==> src/rtl/lpmd_pkg.sv <==
// Shared codes, constants and types for the length-prefixed message deframer.
package lpmd_pkg;

	localparam int unsigned HDR_BYTES = 8;

	localparam logic [7:0]  MAGIC_RST   = 8'd88;
	localparam logic [31:0] MAX_LEN_RST = 32'd10485760;
	localparam logic [31:0] HDR_LEN     = 32'd8;

	// Status codes on the result channel
	localparam logic [2:0] ST_HEADER    = 3'd0;
	localparam logic [2:0] ST_BODY      = 3'd1;
	localparam logic [2:0] ST_BAD_MAGIC = 3'd2;
	localparam logic [2:0] ST_TOO_LONG  = 3'd3;
	localparam logic [2:0] ST_TOO_SHORT = 3'd4;
	localparam logic [2:0] ST_HALTED    = 3'd5;

	// Parser phase
	localparam logic [1:0] PH_HEADER = 2'd0;
	localparam logic [1:0] PH_BODY   = 2'd1;
	localparam logic [1:0] PH_HALT   = 2'd2;

	// Configuration register indexes
	localparam logic [1:0] REG_MAGIC   = 2'd0;
	localparam logic [1:0] REG_MAX_LEN = 2'd1;

	typedef struct packed {
		logic       err;
		logic       empty;
		logic [2:0] status;
	} hdr_chk_t;

endpackage

==> src/rtl/lpmd_hdr_check.sv <==
// Header check on a complete 8-byte header: magic, too long, too short, empty body.
module lpmd_hdr_check
	import lpmd_pkg::*;
(
	input  logic [63:0] hdr,
	input  logic [7:0]  magic_value,
	input  logic [31:0] max_length,
	output hdr_chk_t    chk
);

	logic [7:0]  magic;
	logic [31:0] len;

	assign magic = hdr[55:48];
	assign len   = hdr[31:0];

	always_comb begin
		chk = '{err: 1'b0, empty: 1'b0, status: ST_HEADER};
		if (magic != magic_value) begin
			chk.err    = 1'b1;
			chk.status = ST_BAD_MAGIC;
		end else if (len > max_length) begin
			chk.err    = 1'b1;
			chk.status = ST_TOO_LONG;
		end else if (len < HDR_LEN) begin
			chk.err    = 1'b1;
			chk.status = ST_TOO_SHORT;
		end else if (len == HDR_LEN) begin
			chk.empty = 1'b1;
		end
	end

endmodule

==> src/rtl/length_prefixed_message_deframer_unit.sv <==
// Length-prefixed message deframer: header parse, checks and body pass-through.
// Each accepted input beat loads its result beat into the output register.
// Throughput: one byte per cycle; the input is taken whenever the output register
// is empty or being drained in the same cycle.
// Reset clears phase, counters, header register and output valid; registers return
// to magic 88 and max length 10485760. An error halts parsing until reset.
module length_prefixed_message_deframer_unit
	import lpmd_pkg::*;
(
	input  logic        clk,
	input  logic        arst_n,
	input  logic        cfg_valid,
	output logic        cfg_ready,
	input  logic [1:0]  cfg_index,
	input  logic [31:0] cfg_data,
	input  logic        in_valid,
	output logic        in_ready,
	input  logic [7:0]  data_byte,
	output logic        out_valid,
	input  logic        out_ready,
	output logic [2:0]  status,
	output logic [7:0]  body_byte,
	output logic [7:0]  version,
	output logic [15:0] service,
	output logic [31:0] msg_length,
	output logic        msg_end
);

	logic [7:0]  magic_q;
	logic [31:0] max_len_q;
	logic [1:0]  phase_q, phase_nx;
	logic [2:0]  count_q;
	logic [63:0] shift_q, shift_nx, hdr_src;
	logic [31:0] rem_q, rem_nx;
	logic        accept;
	hdr_chk_t    chk;

	logic        hdr_ok;
	logic [2:0]  st_nx;
	logic [7:0]  byte_nx;
	logic        end_nx;

	logic        out_valid_q;
	logic [2:0]  status_q;
	logic [7:0]  body_byte_q, version_q;
	logic [15:0] service_q;
	logic [31:0] msg_length_q;
	logic        msg_end_q;

	assign cfg_ready = 1'b1;
	assign in_ready  = !out_valid_q || out_ready;
	assign accept    = in_valid && in_ready;
	assign shift_nx  = {shift_q[55:0], data_byte};

	always_ff @(posedge clk or negedge arst_n) begin
		if (!arst_n) begin
			magic_q   <= MAGIC_RST;
			max_len_q <= MAX_LEN_RST;
		end else if (cfg_valid) begin
			unique case (cfg_index)
				REG_MAGIC:   magic_q   <= cfg_data[7:0];
				REG_MAX_LEN: max_len_q <= cfg_data;
				default: ;
			endcase
		end
	end

	lpmd_hdr_check u_chk (
		.hdr         (shift_nx),
		.magic_value (magic_q),
		.max_length  (max_len_q),
		.chk         (chk)
	);

	always_comb begin
		phase_nx = phase_q;
		rem_nx   = rem_q;
		hdr_ok   = 1'b1;
		st_nx    = ST_HALTED;
		byte_nx  = 8'd0;
		end_nx   = 1'b0;
		hdr_src  = shift_q;
		unique case (phase_q)
			PH_HEADER: begin
				hdr_src = shift_nx;
				st_nx   = ST_HEADER;
				if (count_q != 3'(HDR_BYTES - 1)) begin
					hdr_ok = 1'b0;
				end else if (chk.err) begin
					phase_nx = PH_HALT;
					st_nx    = chk.status;
				end else if (chk.empty) begin
					end_nx = 1'b1;
				end else begin
					rem_nx   = shift_nx[31:0] - HDR_LEN;
					phase_nx = PH_BODY;
				end
			end
			PH_BODY: begin
				st_nx   = ST_BODY;
				byte_nx = data_byte;
				rem_nx  = rem_q - 32'd1;
				if (rem_q == 32'd1) begin
					end_nx   = 1'b1;
					phase_nx = PH_HEADER;
				end
			end
			default: ;
		endcase
	end

	always_ff @(posedge clk or negedge arst_n) begin
		if (!arst_n) begin
			phase_q <= PH_HEADER;
			count_q <= 3'd0;
			shift_q <= 64'd0;
			rem_q   <= 32'd0;
		end else if (accept) begin
			phase_q <= phase_nx;
			rem_q   <= rem_nx;
			if (phase_q == PH_HEADER) begin
				count_q <= count_q + 3'd1;
				shift_q <= shift_nx;
			end
		end
	end

	// Result register: load on accept, drop valid once drained
	always_ff @(posedge clk or negedge arst_n) begin
		if (!arst_n) begin
			out_valid_q <= 1'b0;
		end else if (accept) begin
			out_valid_q <= 1'b1;
		end else if (out_ready) begin
			out_valid_q <= 1'b0;
		end
	end

	always_ff @(posedge clk) begin
		if (accept) begin
			status_q     <= st_nx;
			body_byte_q  <= byte_nx;
			version_q    <= hdr_ok ? hdr_src[63:56] : 8'd0;
			service_q    <= hdr_ok ? hdr_src[47:32] : 16'd0;
			msg_length_q <= hdr_ok ? hdr_src[31:0] : 32'd0;
			msg_end_q    <= end_nx;
		end
	end

	assign out_valid  = out_valid_q;
	assign status     = status_q;
	assign body_byte  = body_byte_q;
	assign version    = version_q;
	assign service    = service_q;
	assign msg_length = msg_length_q;
	assign msg_end    = msg_end_q;

	a_halt_sticky: assert property (@(posedge clk) disable iff (!arst_n)
		phase_q == PH_HALT |=> phase_q == PH_HALT)
		else $error("halt phase left before reset");

	a_err_halts: assert property (@(posedge clk) disable iff (!arst_n)
		out_valid_q && (status_q == ST_BAD_MAGIC || status_q == ST_TOO_LONG ||
			status_q == ST_TOO_SHORT) |-> phase_q == PH_HALT)
		else $error("error result without halt");

	a_end_status: assert property (@(posedge clk) disable iff (!arst_n)
		out_valid_q && msg_end_q |-> status_q == ST_HEADER || status_q == ST_BODY)
		else $error("message end on error or halted result");

	a_body_rem: assert property (@(posedge clk) disable iff (!arst_n)
		phase_q == PH_BODY |-> rem_q != 32'd0)
		else $error("body phase with no bytes remaining");

endmodule
==> config.mk <==
export PLATFORM = sky130hd
export DESIGN_NAME = length_prefixed_message_deframer_unit
export DESIGN_NICKNAME = d
export VERILOG_FILES = /design/src/rtl/lpmd_pkg.sv /design/src/rtl/lpmd_hdr_check.sv /design/src/rtl/length_prefixed_message_deframer_unit.sv
export SDC_FILE = /design/constraint.sdc
export NUM_CORES = 1
export LEC_CHECK = 0
export ABC_CLOCK_PERIOD_IN_PS = 4050
export BUFFER_PORTS_ARGS = -buffer_cell sky130_fd_sc_hd__buf_2
export CORE_ASPECT_RATIO = 0.7
export CORE_MARGIN = 2
export CORE_UTILIZATION = 59
export CTS_BUF_LIST = sky130_fd_sc_hd__clkbuf_16
export CTS_CLUSTER_SIZE = 40
export DETAILED_ROUTE_END_ITERATION = 12
export GPL_ROUTABILITY_DRIVEN = 0
export HOLD_SLACK_MARGIN = 0.12
export PLACE_DENSITY = 0.81
export SLEW_MARGIN = 20
export SYNTH_ARGS = -nofsm -noshare
export SYNTH_HDL_FRONTEND = slang
export SYNTH_SLANG_ARGS = --single-unit
==> constraint.sdc <==
create_clock -name clk -period 4.05 [get_ports clk]
set_input_delay 0.2025 -clock clk [delete_from_list [all_inputs] [get_ports clk]]
set_output_delay 0.2025 -clock clk [all_outputs]
set_load 0.02 [all_outputs]
==> results.cfg <==
[timing]
skew_ns = 0.01386
grt_setup_unrepaired = no
tns_ns = 0
fmax_mhz = 274.8
relSlewSlack_pct = 34.67
timing_worst_slew_pin_value_ns = 0.9799
setup_violations = 0
fin_crit_sh_pct = 89.84
hold_viol_final = 0
min_period_ns = 3.638
drv_slew = 0

[power]
peakVddDrop_uv = 324.4
power_density_mw_per_mm2 = 632.9
total_power_mw = 7.917
leakagePower_nw = 5.668

[final_layout]
post-route-util_pct = 70.07
nFillCells = 1276
multi_input_area_mm2 = 0.004651
drive_gt1_share_pct = 24.57
finalInstanceArea_mm2 = 0.01251
layout.nets = 1238
regArea_mm2 = 0.005602
area_growth_pct = 17.42
diodes = 0

[routing]
drtIter0Drc = 920
wl_um = 28390
wl_per_cell_um = 20.22
vias = 8597
first_pass_iters = 6
route.detailed.drc = 0
viasPerCell = 6.123
detail-route-antenna-nets = 0

[worst_setup_path]
crit_path_max_incr_delay_ns = 0.71
cp_max_fo = 29
slowest_stage = nor4_1
worst_ep_required_time_ns = 4.44
crit_arrival_ns = 4.03
start_kind = flop
crit_type = reg2reg
worstSetupEndpointType = flop
cp_cell_sequence = ha_1 -> nand4_1 -> nor4_1 -> nand2_1 -> a22oi_1 -> o211a_1 -> a31oi_4 -> or2_2 -> o21ai_0

[logic_synthesis]
synthMuxAreaShare_pct = 10.78
synth_area_leader_cell = dfrtp_1
yosysMostFrequentCell = nand2_1
yosys.area_share.adder_pct = 4.345
synth_area_leaders = dfrtp_1 (32%), edfxtp_1 (19%), mux2_2 (11%), nand2_1 (4.9%), ha_1 (4.3%)
synth_top_family_by_area = simple AND/OR/NAND/NOR gates
synth_edf_count = 68
synthArstFlopShare_pct = 67.62
synth_xor_xnor_area_share_pct = 2.713
synth_nets = 1101
synthTopCellsByCount = nand2_1 (140), dfrtp_1 (137), mux2_2 (102), nor2_1 (70), edfxtp_1 (68)
synth_flop_cell = dfrtp_1
syn_area_per_cell_um2 = 10.48
ys_seq_area_share_pct = 52.58
ys_ff_latch = 210
postSynthCellCount = 1017
yosys.area_share.simple_pct = 16.76
synth_area_mm2 = 0.01065
synth_cell_types = 59
synth_compound_area_share_pct = 8.784
netlist.area_leader.share_pct = 32.18
ys_warn_count = 0

[cts]
htreeDepth = 1
cts_tree = built
clkLatencyLatePin_ns = 0.50
clockBufferDepth = 3
clkTransAtPathRegs_ns = 0.07
cts_resized = 0
cts_num_sinks = 210
numCtsBuffers = 20
clock-root-buffer = clkbuf_16

[grt]
overflow = 0
grt_max_degree = 92
grt_pass1_vias = 8236
grt_antenna_before_repair = 0
grtUsageTotal_pct = 30.12
grt_pass1_wl_um = 44600

[status]
status = finished, final reports clean

[floorplan]
design.core.area_mm2 = 0.01785
initial_core_util_pct = 59.68
die_area_mm2 = 0.01917
rows = 41
die_x_um = 164.6
io_pins = 118
dieHeight_um = 116.4

[placement]
placed_area_mm2 = 0.01143
place_hpwl_um = 18330
portBuffers = 116

[worst_hold_path]
hp-class = in2reg

[flow_run]
drv_cap = 0
==> state kept, by name, indices dropped and copies added, names as in the netlist <==
name	flops
out_valid	1
msg_end	1
rem_q	32
shift_q	64
max_len_q	32
version	8
phase_q	2
body_byte	8
status	3
msg_length	32
magic_q	8
service	16
count_q	3
==> critical path, delay by kind of cell (launching register included) <==
kind,cells,cell delay [ns]
compound gates,4,1.08
fa+ha+maj,1,0.37
flops,1,0.48
simple gates,4,1.58
==> power by group <==
part | internal (mW) | switching, mW
logic | 1.05 | 1.45
registers | 2.88 | 0.677
clock network | 1.07 | 0.798
==> cell families (layout without fill, tap and decap cells) <==
kind of cell               Yosys count  after routing
muxes                              102            102
buffers and inverters              106            257
DFF                                210            210
AOI/OAI and AO/OA                  149            149
xor gates and xnor gates            33             33
and+or+nand+nor                    379            379
other                                1              1
adders and majority gates           37             37
==> per-layer routing <==
layer,part of all wire (%),wire [um],global-route usage [%]
met1,44,12360,44.49
met2,45,12730,45.97
met3,9.4,2667,6.463
met4,2.2,638,7.478
met5,0,0,0
==> path summary, 6_finish.rpt <==
kind / from / slack (ns) / cells after the start / endpoint
max: shift_q[7]$_DFFE_PN0P_ / 0.41 / 9 / rem_q[23]$_DFFE_PN0P_
min: cfg_index[1] / 0.17 / 3 / magic_q[2]$_DFFE_PN0P_
max reg2reg: shift_q[7]$_DFFE_PN0P_ / 0.41 / 9 / rem_q[23]$_DFFE_PN0P_
min reg2reg: count_q[0]$_DFFE_PN0P_ / 0.48 / 1 / count_q[0]$_DFFE_PN0P_
max in group asynchronous: arst_n / 2.74 / 3 / magic_q[4]$_DFFE_PN1P_
min in group asynchronous: arst_n / 0.39 / 2 / max_len_q[18]$_DFFE_PN0P_
==> cell usage in the layout (no fill, tap or decap), types with 4 or more instances in the layout <==
| cell | n |
|---|---|
| xor2_1 | 15 |
| dfstp_2 | 5 |
| nand3_1 | 67 |
| o31ai_1 | 24 |
| a21oi_1 | 45 |
| nor3_1 | 26 |
| o22a_1 | 4 |
| a31oi_1 | 13 |
| buf_2 | 115 |
| xnor2_1 | 18 |
| clkbuf_16 | 21 |
| edfxtp_1 | 68 |
| mux2_2 | 102 |
| a22oi_1 | 5 |
| o21ai_0 | 36 |
| dfrtp_1 | 137 |
| buf_4 | 18 |
| ha_1 | 36 |
| nand2_1 | 139 |
| nor2_1 | 68 |
| and2_1 | 10 |
| a21o_1 | 4 |
| nor4_1 | 17 |
| nand4_1 | 10 |
| dlygate4sd3_1 | 43 |
| or3_1 | 7 |
| inv_1 | 47 |
| nand2b_1 | 4 |
| clkinv_2 | 5 |
==> metrics by stage <==
stage,hold WS [ns],worst slack [ns],cells
5_1_grt,0.1701,0.2856,1404
3_5_place_dp,0.3574,0.5422,1325
2_1_floorplan,-0.09309,0.7461,1017
4_1_cts,0.2220,0.4993,1404
6_report,0.1729,0.4115,1404
3_3_place_gp,0.3535,0.7207,1325
==> final cells by class <==
type / count / area share, %
multi-input cells: 701 / 37.18
well taps: 236 / 2.360
clock inverters: 15 / 0.9502
inverters: 44 / 1.320
repair buffers: 177 / 9.212
clock buffers: 21 / 4.201
flip-flops and latches: 210 / 44.78
==> what timing repair did <==
item                                   in CTS  in global routing
hold buffers                               43                  0
buffers inserted                            0                  0
endpoints found under the hold margin     139                  0
(Power assumes the default switching activity.)
